`src/rtl/vles_pkg.sv`:
```
`timescale 1ns / 1ps

package vles_pkg;

    typedef enum logic [2:0] {
        PH_START   = 3'd0,
        PH_VINT    = 3'd1,
        PH_HINT    = 3'd2,
        PH_DISPLAY = 3'd3,
        PH_END     = 3'd4
    } t_phase;

    typedef enum logic {
        CMD_EVENT    = 1'b0,
        CMD_DMA_LOAD = 1'b1
    } t_cmd;

    localparam logic [2:0] CFG_VIS_START      = 3'd0;
    localparam logic [2:0] CFG_VIS_END        = 3'd1;
    localparam logic [2:0] CFG_TOTAL_LINES    = 3'd2;
    localparam logic [2:0] CFG_HINT_ENABLE    = 3'd3;
    localparam logic [2:0] CFG_VINT_ENABLE    = 3'd4;
    localparam logic [2:0] CFG_DISPLAY_ENABLE = 3'd5;
    localparam logic [2:0] CFG_HINT_RELOAD    = 3'd6;
    localparam logic [2:0] CFG_WIDE_MODE      = 3'd7;

    localparam logic [8:0] VIS_START_RESET   = 9'd1;
    localparam logic [8:0] VIS_END_RESET     = 9'd225;
    localparam logic [8:0] TOTAL_LINES_RESET = 9'd262;
    localparam logic [7:0] HINT_RELOAD_RESET = 8'd255;

    localparam logic [16:0] DMA_BLANK_WIDE    = 17'd205;
    localparam logic [16:0] DMA_BLANK_NARROW  = 17'd167;
    localparam logic [16:0] DMA_ACTIVE_WIDE   = 17'd18;
    localparam logic [16:0] DMA_ACTIVE_NARROW = 17'd16;

    typedef struct packed {
        logic [8:0] vis_start_line;
        logic [8:0] vis_end_line;
        logic [8:0] total_lines;
        logic       hint_enable;
        logic       vint_enable;
        logic       display_enable;
        logic [7:0] hint_reload;
        logic       wide_mode;
    } t_cfg;

    typedef struct packed {
        t_phase      phase;
        logic [8:0]  line;
        logic        vblank;
        logic        hblank;
        logic [7:0]  hint_counter;
        logic [16:0] dma_remaining;
        logic        dma_busy;
    } t_state;

    typedef struct packed {
        logic [2:0] event_phase;
        logic [8:0] line_number;
        logic       vblank;
        logic       hblank;
        logic       vsync_pulse;
        logic       vint_request;
        logic       hint_request;
        logic       render_request;
        logic [8:0] render_row;
        logic       line_end;
        logic       field_end;
        logic       dma_busy;
    } t_result;

endpackage

```
`src/rtl/video_line_event_sequencer.sv`:
```
`timescale 1ns / 1ps

// Scanline event sequencer. Each command beat on the input channel yields exactly one
// result beat: a next-event command steps the line through its five phases (start,
// vertical interrupt, horizontal interrupt, display, end), and a DMA load command sets
// the outstanding byte count. The block takes one beat per clock cycle while the skid
// register is empty and registers its result; a two-entry output buffer (result
// register plus skid register) lets input continue for one beat while output stalls.
// Configuration registers may be written only while no result is outstanding.

module video_line_event_sequencer (
    input  logic        i_clk,
    input  logic        i_rst_n,
    input  logic        i_in_valid,
    output logic        o_in_ready,
    input  logic        i_cmd,
    input  logic [16:0] i_dma_count,
    output logic        o_out_valid,
    input  logic        i_out_ready,
    output logic [2:0]  o_event_phase,
    output logic [8:0]  o_line_number,
    output logic        o_vblank,
    output logic        o_hblank,
    output logic        o_vsync_pulse,
    output logic        o_vint_request,
    output logic        o_hint_request,
    output logic        o_render_request,
    output logic [8:0]  o_render_row,
    output logic        o_line_end,
    output logic        o_field_end,
    output logic        o_dma_busy,
    input  logic        i_cfg_valid,
    output logic        o_cfg_ready,
    input  logic [2:0]  i_cfg_index,
    input  logic [8:0]  i_cfg_data
);

    vles_pkg::t_cfg    r_cfg;
    vles_pkg::t_state  r_state;
    vles_pkg::t_state  n_state;
    vles_pkg::t_result n_result;
    vles_pkg::t_result r_head;
    vles_pkg::t_result r_skid;
    logic              r_head_valid;
    logic              r_skid_valid;
    logic              push;
    logic              pop;

    assign o_cfg_ready = 1'b1;
    assign o_in_ready  = !r_skid_valid;
    assign push        = i_in_valid && o_in_ready;
    assign pop         = r_head_valid && i_out_ready;

    always_ff @(posedge i_clk) begin
        if (!i_rst_n) begin
            r_cfg.vis_start_line <= vles_pkg::VIS_START_RESET;
            r_cfg.vis_end_line   <= vles_pkg::VIS_END_RESET;
            r_cfg.total_lines    <= vles_pkg::TOTAL_LINES_RESET;
            r_cfg.hint_enable    <= 1'b0;
            r_cfg.vint_enable    <= 1'b0;
            r_cfg.display_enable <= 1'b0;
            r_cfg.hint_reload    <= vles_pkg::HINT_RELOAD_RESET;
            r_cfg.wide_mode      <= 1'b0;
        end else if (i_cfg_valid) begin
            unique case (i_cfg_index)
                vles_pkg::CFG_VIS_START:      r_cfg.vis_start_line <= i_cfg_data;
                vles_pkg::CFG_VIS_END:        r_cfg.vis_end_line   <= i_cfg_data;
                vles_pkg::CFG_TOTAL_LINES:    r_cfg.total_lines    <= i_cfg_data;
                vles_pkg::CFG_HINT_ENABLE:    r_cfg.hint_enable    <= i_cfg_data[0];
                vles_pkg::CFG_VINT_ENABLE:    r_cfg.vint_enable    <= i_cfg_data[0];
                vles_pkg::CFG_DISPLAY_ENABLE: r_cfg.display_enable <= i_cfg_data[0];
                vles_pkg::CFG_HINT_RELOAD:    r_cfg.hint_reload    <= i_cfg_data[7:0];
                vles_pkg::CFG_WIDE_MODE:      r_cfg.wide_mode      <= i_cfg_data[0];
                default: ;
            endcase
        end
    end

    vles_step u_step (
        .i_cfg       (r_cfg),
        .i_state     (r_state),
        .i_cmd       (i_cmd),
        .i_dma_count (i_dma_count),
        .o_state     (n_state),
        .o_result    (n_result)
    );

    always_ff @(posedge i_clk) begin
        if (!i_rst_n) begin
            r_state.phase         <= vles_pkg::PH_START;
            r_state.line          <= '0;
            r_state.vblank        <= 1'b0;
            r_state.hblank        <= 1'b0;
            r_state.hint_counter  <= '0;
            r_state.dma_remaining <= '0;
            r_state.dma_busy      <= 1'b0;
        end else if (push) begin
            r_state <= n_state;
        end
    end

    always_ff @(posedge i_clk) begin
        if (!i_rst_n) begin
            r_head_valid <= 1'b0;
            r_skid_valid <= 1'b0;
        end else if (!r_head_valid || pop) begin
            r_head_valid <= r_skid_valid || push;
            r_skid_valid <= 1'b0;
        end else if (push) begin
            r_skid_valid <= 1'b1;
        end
    end

    always_ff @(posedge i_clk) begin
        if (!r_head_valid || pop) begin
            r_head <= r_skid_valid ? r_skid : n_result;
        end else if (push) begin
            r_skid <= n_result;
        end
    end

    assign o_out_valid      = r_head_valid;
    assign o_event_phase    = r_head.event_phase;
    assign o_line_number    = r_head.line_number;
    assign o_vblank         = r_head.vblank;
    assign o_hblank         = r_head.hblank;
    assign o_vsync_pulse    = r_head.vsync_pulse;
    assign o_vint_request   = r_head.vint_request;
    assign o_hint_request   = r_head.hint_request;
    assign o_render_request = r_head.render_request;
    assign o_render_row     = r_head.render_row;
    assign o_line_end       = r_head.line_end;
    assign o_field_end      = r_head.field_end;
    assign o_dma_busy       = r_head.dma_busy;

    a_skid_needs_head: assert property (@(posedge i_clk) disable iff (!i_rst_n)
        r_skid_valid |-> r_head_valid)
        else $error("skid register holds a beat while the result register is empty");

    a_stall_keeps_result: assert property (@(posedge i_clk) disable iff (!i_rst_n)
        (r_head_valid && !i_out_ready) |=> (r_head_valid && $stable(r_head)))
        else $error("stalled result changed");

    a_field_end_restart: assert property (@(posedge i_clk) disable iff (!i_rst_n)
        (o_out_valid && o_field_end) |-> (o_line_end && o_line_number == 9'd0))
        else $error("field end without a line restart");

    a_hint_phase: assert property (@(posedge i_clk) disable iff (!i_rst_n)
        (o_out_valid && o_hint_request) |-> (o_event_phase == vles_pkg::PH_HINT))
        else $error("horizontal interrupt outside its phase");

    a_row_only_when_drawn: assert property (@(posedge i_clk) disable iff (!i_rst_n)
        (o_out_valid && !o_render_request) |-> (o_render_row == 9'd0))
        else $error("render row set without a render request");

endmodule

```
`src/rtl/vles_step.sv`:
```
`timescale 1ns / 1ps

module vles_step (
    input  vles_pkg::t_cfg    i_cfg,
    input  vles_pkg::t_state  i_state,
    input  logic              i_cmd,
    input  logic [16:0]       i_dma_count,
    output vles_pkg::t_state  o_state,
    output vles_pkg::t_result o_result
);

    logic [9:0]  line_p1;
    logic        at_pre_start;
    logic        in_vis;
    logic        in_win;
    logic [7:0]  hint_cnt;
    logic [16:0] dma_rate;
    logic [8:0]  line_inc;

    assign line_p1      = {1'b0, i_state.line} + 10'd1;
    assign at_pre_start = (i_cfg.vis_start_line != 9'd0)
                          && (line_p1 == {1'b0, i_cfg.vis_start_line});
    assign in_vis = (i_state.line >= i_cfg.vis_start_line)
                    && (i_state.line < i_cfg.vis_end_line);
    assign in_win = (line_p1 >= {1'b0, i_cfg.vis_start_line})
                    && (line_p1 < {1'b0, i_cfg.vis_end_line});
    assign line_inc = line_p1[8:0];

    always_comb begin
        if (i_state.vblank || !i_cfg.display_enable) begin
            dma_rate = i_cfg.wide_mode ? vles_pkg::DMA_BLANK_WIDE
                                       : vles_pkg::DMA_BLANK_NARROW;
        end else begin
            dma_rate = i_cfg.wide_mode ? vles_pkg::DMA_ACTIVE_WIDE
                                       : vles_pkg::DMA_ACTIVE_NARROW;
        end
    end

    always_comb begin
        o_state  = i_state;
        o_result = '0;
        hint_cnt = i_state.hint_counter;
        o_result.event_phase = i_state.phase;

        if (i_cmd == vles_pkg::CMD_DMA_LOAD) begin
            o_state.dma_remaining = i_dma_count;
            o_state.dma_busy      = (i_dma_count != 17'd0);
        end else begin
            unique case (i_state.phase)
                vles_pkg::PH_VINT: begin
                    if (i_state.line == i_cfg.vis_end_line) begin
                        o_state.vblank        = 1'b1;
                        o_result.vsync_pulse  = 1'b1;
                        o_result.vint_request = i_cfg.vint_enable;
                    end
                    o_state.phase = vles_pkg::PH_HINT;
                end
                vles_pkg::PH_HINT: begin
                    if (in_vis) begin
                        o_state.hblank = 1'b1;
                    end
                    if (at_pre_start || (i_state.line > i_cfg.vis_end_line)) begin
                        hint_cnt = i_cfg.hint_reload;
                    end
                    if (i_cfg.hint_enable) begin
                        if (hint_cnt == 8'd0) begin
                            hint_cnt              = i_cfg.hint_reload;
                            o_result.hint_request = in_win;
                        end else begin
                            hint_cnt = hint_cnt - 8'd1;
                        end
                    end
                    o_state.hint_counter = hint_cnt;
                    if (i_state.dma_remaining != 17'd0) begin
                        if (i_state.dma_remaining <= dma_rate) begin
                            o_state.dma_remaining = '0;
                            o_state.dma_busy      = 1'b0;
                        end else begin
                            o_state.dma_remaining = i_state.dma_remaining - dma_rate;
                        end
                    end
                    o_state.phase = vles_pkg::PH_DISPLAY;
                end
                vles_pkg::PH_DISPLAY: begin
                    if (in_win) begin
                        o_result.render_request = 1'b1;
                        o_result.render_row = i_state.line - i_cfg.vis_start_line + 9'd1;
                    end
                    o_state.phase = vles_pkg::PH_END;
                end
                vles_pkg::PH_END: begin
                    if (in_vis) begin
                        o_state.hblank = 1'b0;
                    end
                    o_result.line_end = 1'b1;
                    if (line_inc == i_cfg.total_lines) begin
                        o_result.field_end = 1'b1;
                        o_state.line       = '0;
                    end else begin
                        o_state.line = line_inc;
                    end
                    o_state.phase = vles_pkg::PH_START;
                end
                default: begin
                    o_result.event_phase = vles_pkg::PH_START;
                    if (at_pre_start) begin
                        o_state.vblank = 1'b0;
                    end
                    o_state.phase = vles_pkg::PH_VINT;
                end
            endcase
        end

        o_result.line_number = o_state.line;
        o_result.vblank      = o_state.vblank;
        o_result.hblank      = o_state.hblank;
        o_result.dma_busy    = o_state.dma_busy;
    end

endmodule

```
`config.mk`:
```
export PLATFORM = sky130hd
export DESIGN_NAME = video_line_event_sequencer
export DESIGN_NICKNAME = d
export VERILOG_FILES = /design/src/rtl/vles_pkg.sv /design/src/rtl/video_line_event_sequencer.sv /design/src/rtl/vles_step.sv
export SDC_FILE = /design/constraint.sdc
export NUM_CORES = 1
export LEC_CHECK = 0
export ABC_AREA = 1
export BUFFER_PORTS_ARGS = -buffer_cell sky130_fd_sc_hd__buf_2
export CORE_MARGIN = 1
export CORE_UTILIZATION = 58
export CTS_BUF_LIST = sky130_fd_sc_hd__clkbuf_4 sky130_fd_sc_hd__clkbuf_8 sky130_fd_sc_hd__clkbuf_16
export DETAILED_ROUTE_END_ITERATION = 10
export GPL_ROUTABILITY_DRIVEN = 0
export PLACE_DENSITY = 0.78
export SLEW_MARGIN = 20
export SYNTH_ARGS = -nofsm -noshare
export SYNTH_HDL_FRONTEND = slang
export SYNTH_SLANG_ARGS = --single-unit
```
`constraint.sdc`:
```
create_clock -name i_clk -period 9.9 [get_ports i_clk]
set_input_delay 0.495 -clock i_clk [delete_from_list [all_inputs] [get_ports i_clk]]
set_output_delay 0.495 -clock i_clk [all_outputs]
set_load 0.05 [all_outputs]
```
==> results of run 1 <==
==> how the worst max path moves through the flow <==
stage | startpoint | depth (start not counted) | to
after global routing | r_state[28]$_SDFFE_PN0P_ | 21 | o_hint_request$_DFFE_PP_
after detailed placement | r_state[28]$_SDFFE_PN0P_ | 21 | o_hint_request$_DFFE_PP_
final | r_state[28]$_SDFFE_PN0P_ | 21 | o_hint_request$_DFFE_PP_
after CTS | r_state[28]$_SDFFE_PN0P_ | 21 | o_hint_request$_DFFE_PP_
after global placement | r_state[28]$_SDFFE_PN0P_ | 21 | o_hint_request$_DFFE_PP_
after floorplan | r_state[28]$_SDFFE_PN0P_ | 21 | o_hint_request$_DFFE_PP_
==> critical path, delay by kind of cell (launching register included) <==
| family | cells | cell delay (ns) |
|---|---|---|
| and+or+nand+nor | 14 | 2.03 |
| adders and majority gates | 3 | 0.81 |
| buffers and inverters | 3 | 0.23 |
| AOI/OAI and AO/OA | 1 | 0.07 |
| DFF | 1 | 0.51 |
==> layer usage <==
layer	wire length (um)	track usage
met1	9720	0.411
met2	9560	0.466
met3	1610	0.0623
met4	463	0.102
met5	0	0
==> power groups by stage <==
stage | clock network (uW) | registers [uW] | logic [uW]
6_report | 679 | 657 | 366
5_1_grt | 709 | 661 | 407
4_1_cts | 684 | 657 | 361
3_5_place_dp | 0 | 669 | 358
3_3_place_gp | 0 | 668 | 350
2_1_floorplan | 0 | 704 | 237
==> cells in the final DEF, fill, tap and decap left out, drive strengths merged, types with 13 or more instances in the layout <==
| cell | synthesis | layout |
|---|---|---|
| o21ai | 103 | 103 |
| o211ai | 17 | 17 |
| xor2 | 13 | 13 |
| nand3 | 69 | 69 |
| buf | 8 | 71 |
| inv | 172 | 175 |
| edfxtp | 60 | 60 |
| clkbuf | 26 | 18 |
| nor2 | 101 | 101 |
| ha | 58 | 58 |
| dfxtp | 81 | 81 |
| nand4 | 15 | 15 |
| a21oi | 96 | 96 |
| nand2 | 234 | 234 |
==> cells by family after synthesis <==
family	synth area share
fa+ha+maj	0.0966
mux	0.00132
flops	0.401
buf+inv	0.0969
simple gates	0.235
compound gates	0.149
xor+xnor	0.0195
other cells	0.000439
==> metrics by stage <==
| stage | instance area [um2] | setup slack [ns] | util |
|---|---|---|---|
| CTS | 9580 | 6.04 | 0.677 |
| detailed placement | 8960 | 6.06 | 0.633 |
| global route | 9580 | 5.67 | 0.677 |
| floorplan | 8550 | 6.78 | - |
| global placement | 8960 | 6.26 | 0.633 |
| finish | 9580 | 5.97 | 0.677 |
==> flip-flops by register name (all words and copies together), names as in the netlist, 3 cells and up <==
register / flops
o_event_phase: 3
o_render_row: 9
r_cfg: 39
r_skid: 30
r_state: 40
o_line_number: 9
==> cell type report <==
class,instances,area [um2]
timing repair buffer,71,368
sequential,141,3420
clock buffer,18,433
inverter,172,646
fill,1192,4570
multi-input combinational,767,4300
tap,180,225
clock inverter,14,190
==> impl_metrics.json, run 1 <==
{
  "finalClockSkew_ns": 0.00786,
  "pwr-share-seq": 0.386,
  "antenna_cells": 0,
  "worstHoldPathCells": 3,
  "synth.most_common_cell": "nand2_1",
  "yosysTopAreaCell": "edfxtp_1",
  "min_from": "i_cfg_data[8]",
  "timing.fmax_ghz": 0.254,
  "core-area_um2": 14100,
  "peakVddDrop_uv": 108,
  "hold_path_end": "r_cfg[20]$_SDFFE_PN1P_",
  "grt_max_degree": 63,
  "p_per_area_nw_per_um2": 178,
  "yosys-top-cells-area": "edfxtp_1 (21%), dfxtp_1 (19%), nand2_1 (9.9%)",
  "wl_per_cell_um": 15.7,
  "worst-r2r-setup-slack_ns": 5.97,
  "outcome": "finished clean",
  "pwr-share-comb": 0.215,
  "period_share": 0.397,
  "hold_class": "input port to flip-flop",
  "max_cap_viol_count": 0,
  "synth_seq_area_share": 0.401,
  "cts_root_buffer": "clkbuf_16",
  "dieArea_um2": 15200,
  "drtIter0Drc": 722,
  "max_stage_delay_ns": 0.51,
  "synth_seq_cells": 141,
  "antenna_left": 0,
  "yosys.cell_types.count": 50,
  "cp_max_fo": 11,
  "finalSetupViolations": 0,
  "synth_edf_count": 60,
  "grt_overflow": 0,
  "clkLatencyLatePin_ns": 0.43,
  "clockBufferDepth": 2,
  "worstSetupPathType": "flip-flop to flip-flop",
  "grt_util_all_layers": 0.299,
  "antenna_found_initial": 0,
  "worst_pin_slew_ns": 0.964,
  "vias": 7636,
  "slowest_stage": "dfxtp_1",
  "totalWireLength_um": 21400,
  "start_kind": "flip-flop",
  "firstDrtPassIters": 6,
  "critPathCaptureType": "flip-flop",
  "grt_pass1_wl_um": 34700,
  "drive_gt1_frac": 0.121,
  "synthCells": 1115,
  "synth_top_area_share": 0.211,
  "clockPowerShare": 0.399,
  "htree_levels": 4,
  "drc": 0,
  "place_hpwl_um": 15700,
  "initial_core_util": 0.604,
  "p_int_uw": 1170,
  "cts.clk_slew.worst_paths_ns": 0.06,
  "reg2reg_from": "r_state[28]$_SDFFE_PN0P_",
  "finalCriticalPeriod_ns": 3.93,
  "hold_viol_final": 0,
  "tns_ns": 0,
  "final_nets": 1268,
  "power.static_leakage_uw": 0.00461,
  "cts_sinks": 141,
  "grt_pass1_vias": 6992,
  "totalPowerFinal_uw": 1700,
  "crit_required_ns": 10.06,
  "fin_hold_ws_ns": 0.324,
  "timing.critical_path.mode_cell": "nand2_1",
  "cts_resized": 0,
  "slew_headroom": 0.355,
  "rr_endpoint": "o_hint_request$_DFFE_PP_",
  "die_w_um": 123,
  "io_pins": 68,
  "async_reset_ff_frac": 0,
  "critPathArrivalTime_ns": 4.09,
  "cts_made_buffers": 17,
  "p_switching_uw": 529,
  "synthTopCellsByCount": "nand2_1 (225), inv_1 (170), a21oi_1 (93), nor2_1 (93), o21ai_0 (90)",
  "areaGrowthSynthToFinish_pct": 12.1,
  "worstPathCellList": "ha_1 -> nand4_1 -> nor2_1 -> nand2_1 -> nand2_1 -> nand2_1 -> ha_1 -> inv_1 -> nor2_1 -> nand4_2 -> nand2_2 -> nand2_1 -> nand2_1 -> inv_1 -> ha_1 -> nand3_1 -> nor2_2 -> nand2_4 -> inv_2 -> nand4_2 -> a21oi_1",
  "place_inst": 1331,
  "dominantRegCellSynth": "dfxtp_1",
  "syn_area_um2": 8550,
  "synth-warning-count": 0,
  "hold_buffers": 0,
  "postCtsSetupRepairBufs": 0,
  "rows": 43,
  "r2r_cells": 21,
  "final-max-slew-violation-count": 0,
  "instances_no_fill": 1363,
  "portBuffers": 66,
  "synth.avg_cell_area_um2": 7.66,
  "synth_nets": 1213,
  "cts_tree": "done",
  "rsz0062_at_grt": "no",
  "die_h_um": 123,
  "viasPerCell": 5.60,
  "swShare": 0.311
}
(Power assumes the default switching activity.)
==> inputs of run 2 (changes only) <==
==> constraint.sdc (replaced) <==
create_clock -name i_clk -period 3.7 [get_ports i_clk]
set_input_delay 0.185 -clock i_clk [delete_from_list [all_inputs] [get_ports i_clk]]
set_output_delay 0.185 -clock i_clk [all_outputs]
set_load 0.05 [all_outputs]
==> impl_metrics.json, run 2 (same netlist as run 1, synthesis figures left out) <==
{
  "initial_core_util": 0.604,
  "firstDrtPassIters": 6,
  "hold_viol_final": 0,
  "p_switching_uw": 1470,
  "cts_root_buffer": "clkbuf_16",
  "crit_path_start": "r_state[30]$_SDFFE_PN0P_",
  "power.static_leakage_uw": 0.00461,
  "critPathArrivalTime_ns": 3.66,
  "clockBufferDepth": 2,
  "dieArea_um2": 15200,
  "antenna_cells": 0,
  "final_nets": 1275,
  "period_share": 0.946,
  "cts.clk_slew.worst_paths_ns": 0.06,
  "finalSetupViolations": 0,
  "largestRegisters": "r_state x40, r_cfg x39, r_skid x30",
  "top_register": "r_state",
  "drc": 0,
  "stdcell_area_um2": 9590,
  "pwr-share-seq": 0.397,
  "finalClockSkew_ns": 0.00974,
  "hold_class": "input port to flip-flop",
  "drive_gt1_frac": 0.128,
  "cp_max_fo": 10,
  "die_w_um": 123,
  "worst_pin_slew_ns": 0.940,
  "crit_required_ns": 3.86,
  "grt_overflow": 0,
  "antenna_left": 0,
  "rows": 43,
  "io_pins": 68,
  "p_int_uw": 2950,
  "antenna_found_initial": 0,
  "n_fill_cell": 1153,
  "p_per_area_nw_per_um2": 461,
  "layout_commonest_cell": "nand2_1",
  "instances_no_fill": 1370,
  "post_dp_cell_area_um2": 9000,
  "slew_headroom": 0.373,
  "peakVddDrop_uv": 300,
  "vias": 7763,
  "core-area_um2": 14100,
  "max_cap_viol_count": 0,
  "wl_per_cell_um": 16.1,
  "swShare": 0.332,
  "clkLatencyLatePin_ns": 0.44,
  "portBuffers": 66,
  "critPathCaptureType": "flip-flop",
  "timing.fmax_ghz": 0.286,
  "cts_made_buffers": 17,
  "largest_reg_flops": 40,
  "clockPowerShare": 0.378,
  "final_cell_mix": "nand2_1 (225), inv_1 (170), a21oi_1 (93), nor2_1 (91), o21ai_0 (90)",
  "rsz0062_at_grt": "no",
  "tns_ns": 0,
  "cts_tree": "done",
  "viasPerCell": 5.67,
  "drtIter0Drc": 747,
  "cts_sinks": 141,
  "areaGrowthSynthToFinish_pct": 12.3,
  "worst-r2r-setup-slack_ns": 0.20,
  "finalCriticalPeriod_ns": 3.50,
  "start_kind": "flip-flop",
  "place_hpwl_um": 15800,
  "grt_max_degree": 41,
  "outcome": "finished clean",
  "min_from": "i_dma_count[2]",
  "htree_levels": 4,
  "pwr-share-comb": 0.225,
  "grt_pass1_wl_um": 35300,
  "die_h_um": 123,
  "final-max-slew-violation-count": 0,
  "reg2reg_from": "r_state[30]$_SDFFE_PN0P_",
  "place_inst": 1337,
  "grt_pass1_vias": 7131,
  "worstSetupPathType": "flip-flop to flip-flop",
  "grt_util_all_layers": 0.306,
  "totalWireLength_um": 22000
}
## run 2: timing repair
item | 4_1_cts | 5_1_grt
setup buffers | 0 | 0
resized for setup | 0 | 4
endpoints found under the hold margin | 1 | 0
endpoints found under the setup margin | 0 | 9
hold buffers | 1 | 0
## run 2: power groups by stage
stage / sequential (uW) / clock, uW / combinational, uW
after global placement: 1780 / 0 / 950
after CTS: 1750 / 1670 / 978
after detailed placement: 1790 / 0 / 968
after floorplan: 1880 / 0 / 634
final: 1760 / 1670 / 996
after global routing: 1770 / 1740 / 1110
## run 2: metal layers
layer / global-route usage / part of all wire
met5: 0 / 0
met4: 0.111 / 0.026
met3: 0.0756 / 0.085
met2: 0.472 / 0.45
met1: 0.415 / 0.44
## run 2: layout make-up
| cell class | instances | area [um2] | area share |
|---|---|---|---|
| clock buffers | 18 | 433 | 0.0451 |
| clock inverters | 14 | 135 | 0.0141 |
| inverters | 172 | 646 | 0.0673 |
| multi-input cells | 767 | 4310 | 0.449 |
| flip-flops and latches | 141 | 3420 | 0.357 |
| well taps | 180 | 225 | 0.0235 |
| repair buffers | 78 | 423 | 0.0441 |
## run 2: critical path, cell delays in order, from the launching register on
cell	delay (ns)
dfxtp_1	0.48
nand3_2	0.15
inv_2	0.11
nand3_1	0.12
xor2_1	0.41
ha_1	0.23
nand3_1	0.08
nor3_1	0.20
nand4_2	0.22
nand2_4	0.17
nand2_1	0.06
nand2_1	0.16
inv_1	0.11
ha_1	0.21
nand3_1	0.12
nor2_2	0.06
nand2_4	0.12
inv_2	0.07
nand4_2	0.07
a21oi_1	0.07
## run 2: stage by stage
step	utilization	worst slack, ns	hold slack, ns	total power [uW]
final	0.678	0.201	0.0405	4420
after global routing	0.678	0.000173	0.0601	4620
after CTS	0.677	0.193	0.0368	4400
after detailed placement	0.636	0.219	0.441	2760
after global placement	0.636	0.376	0.440	2730
after floorplan	-	0.584	0.311	2520
## run 2: final timing paths
| check | to | cells after the start |
|---|---|---|
| worst max register to register | o_hint_request$_DFFE_PP_ | 19 |
| worst min register to register | r_cfg[13]$_SDFFE_PN1P_ | 2 |
| worst max-delay path | o_hint_request$_DFFE_PP_ | 19 |
| worst min-delay path | r_state[3]$_SDFFE_PN0P_ | 3 |
==> inputs of run 3 (changes only) <==
--- a/config.mk
+++ b/config.mk
@@ -5,7 +5,6 @@
 export SDC_FILE = /design/constraint.sdc
 export NUM_CORES = 1
 export LEC_CHECK = 0
-export ABC_AREA = 1
 export BUFFER_PORTS_ARGS = -buffer_cell sky130_fd_sc_hd__buf_2
 export CORE_MARGIN = 1
 export CORE_UTILIZATION = 58
==> impl_metrics.json, run 3 <==
{
  "outcome": "complete, but fails checks",
  "violations": "negative setup slack",
  "drc": 0,
  "grt_pass1_vias": 6652,
  "rows": 43,
  "pwr-share-seq": 0.411,
  "cts_sinks": 141,
  "largest_reg_flops": 40,
  "regArea_um2": 3430,
  "yosys-top-cells-area": "edfxtp_1 (22%), dfxtp_1 (20%), ha_1 (8.8%)",
  "core-area_um2": 13900,
  "antenna_cells": 0,
  "hold_viol_final": 0,
  "pwr-share-comb": 0.179,
  "viasPerCell": 6.06,
  "initial_core_util": 0.596,
  "synth.most_common_cell": "nand2_1",
  "start_kind": "flip-flop",
  "die_w_um": 121,
  "vias": 7362,
  "final-max-slew-violation-count": 0,
  "period_share": 1.02,
  "firstDrtPassIters": 5,
  "antenna_found_initial": 0,
  "post_dp_cell_area_um2": 9040,
  "peakVddDrop_uv": 283,
  "critPathArrivalTime_ns": 4.13,
  "cts_root_buffer": "clkbuf_16",
  "finalSetupViolations": 7,
  "synth-warning-count": 0,
  "multi_input_area_um2": 4630,
  "rsz0062_at_grt": "yes",
  "place_hpwl_um": 15300,
  "wl_per_cell_um": 17.5,
  "slew_headroom": 0.471,
  "stdcell_area_um2": 9830,
  "tns_ns": -0.283,
  "cts_tree": "done",
  "grt_pass1_wl_um": 34200,
  "fin_ws_ns": -0.0648,
  "dominantRegCellSynth": "dfxtp_1",
  "synth_top_area_share": 0.218,
  "synth_seq_cells": 141,
  "io_pins": 68,
  "critPathCaptureType": "flip-flop",
  "max_cap_viol_count": 0,
  "dieArea_um2": 14800,
  "synth.avg_cell_area_um2": 8.94,
  "synth_nets": 1024,
  "n_fill_cell": 1081,
  "async_reset_ff_frac": 0,
  "htree_levels": 4,
  "yosysTopAreaCell": "edfxtp_1",
  "synthTopCellsByCount": "nand2_1 (136), dfxtp_1 (81), nor2_1 (79), edfxtp_1 (60)",
  "areaGrowthSynthToFinish_pct": 18.8,
  "instances_no_fill": 1214,
  "place_inst": 1174,
  "cts_made_buffers": 17,
  "synth_edf_count": 60,
  "final_nets": 1119,
  "drive_gt1_frac": 0.202,
  "timing.fmax_ghz": 0.266,
  "syn_area_um2": 8280,
  "p_switching_uw": 1210,
  "finalCriticalPeriod_ns": 3.76,
  "die_h_um": 121,
  "post-place-ws_ns": -0.181,
  "swShare": 0.291,
  "worst_pin_slew_ns": 0.785,
  "grt_util_all_layers": 0.301,
  "clockBufferDepth": 2,
  "cts.clk_slew.worst_paths_ns": 0.07,
  "grt_max_degree": 35,
  "worstSetupPathType": "flip-flop to flip-flop",
  "antenna_left": 0,
  "final_cell_mix": "nand2_1 (135), dfxtp_1 (79), nor2_1 (75), buf_2 (66), edfxtp_1 (60)",
  "clockPowerShare": 0.410,
  "grt_overflow": 0,
  "cp_max_fo": 5,
  "drtIter0Drc": 796,
  "finalClockSkew_ns": 0.00898,
  "synth_seq_area_share": 0.414,
  "portBuffers": 66,
  "largestRegisters": "r_state x40, r_cfg x39, r_skid x30",
  "layout_commonest_cell": "nand2_1",
  "power.static_leakage_uw": 0.00405,
  "crit_required_ns": 4.06,
  "synthCells": 926,
  "clkLatencyLatePin_ns": 0.43,
  "p_int_uw": 2960,
  "yosys.cell_types.count": 75,
  "p_per_area_nw_per_um2": 425,
  "totalWireLength_um": 21200,
  "hold_class": "input port to flip-flop",
  "top_register": "r_state"
}
==> run 3: kinds of logic (layout without fill, tap and decap cells) <==
group | count (synthesis) | after routing | synth area share
compound gates | 219 | 219 | 0.173
xor+xnor | 31 | 31 | 0.0378
fa+ha+maj | 63 | 63 | 0.0998
buf+inv | 103 | 211 | 0.0485
flops | 141 | 141 | 0.414
mux | 27 | 27 | 0.0361
other cells | 1 | 1 | 0.000453
simple gates | 341 | 341 | 0.191
==> run 3: layout make-up <==
type | count | share of cell area
multi-input cells | 682 | 0.471
clock buffers | 18 | 0.0458
well taps | 180 | 0.0229
repair buffers | 119 | 0.0743
inverters | 60 | 0.0229
clock inverters | 14 | 0.0146
flip-flops and latches | 141 | 0.349
==> run 3: power groups by stage <==
| stage | sequential, uW | clock [uW] | combinational (uW) |
|---|---|---|---|
| 6_report | 1720 | 1710 | 747 |
| 5_1_grt | 1720 | 1790 | 814 |
| 4_1_cts | 1720 | 1720 | 726 |
| 3_5_place_dp | 1750 | 0 | 686 |
| 3_3_place_gp | 1750 | 0 | 672 |
| 2_1_floorplan | 1830 | 0 | 418 |
==> run 3: layer usage <==
| metal | up-vias | global-route usage | part of all wire |
|---|---|---|---|
| met5 | - | 0 | 0 |
| met2 | 352 | 0.453 | 0.45 |
| li1 | 3530 | - | - |
| met3 | 39 | 0.0550 | 0.079 |
| met4 | 0 | 0.106 | 0.020 |
| met1 | 3441 | 0.432 | 0.45 |
==> run 3: critical path, cell delays in order (launching register included) <==
cell and delay [ns]:
dfxtp_4 0.36, ha_4 0.14, inv_2 0.04, or3_4 0.42, xnor2_4 0.16, ha_4 0.27
nand4_1 0.08, nor3_2 0.11, and3_4 0.21, a21o_4 0.13, mux2i_2 0.24, ha_2 0.21
or4b_4 0.48, nor2_4 0.10, mux2_4 0.18, buf_4 0.10, buf_4 0.09, mux2i_1 0.20
a21oi_1 0.10, nor2_1 0.09
==> run 3: timing repair <==
action,CTS,global route
pin swaps,8,4
resized for setup,11,11
buffers inserted,7,0
hold endpoints to repair,1,0
hold buffers,1,0
endpoints found under the setup margin,9,9
==> run 3: worst paths after layout <==
path,start,endpoint,slack (ns),cells after the start
worst max-delay path,r_state[29]$_SDFFE_PN0P_,r_state[19]$_SDFFE_PN0P_,-0.06,19
worst min-delay path,i_dma_count[9],r_state[10]$_SDFFE_PN0P_,0.004,3
worst max register to register,r_state[29]$_SDFFE_PN0P_,r_state[19]$_SDFFE_PN0P_,-0.06,19
worst min register to register,r_cfg[29]$_SDFFE_PN0P_,r_cfg[29]$_SDFFE_PN0P_,0.46,2
==> run 3: metrics by stage <==
stage          utilization  power (uW)  hold WS (ns)
2_1_floorplan            -        2250         0.309
3_3_place_gp         0.651        2420         0.431
3_5_place_dp         0.651        2440         0.437
4_1_cts              0.703        4170       0.00414
5_1_grt              0.708        4330        0.0312
6_report             0.708        4180       0.00420
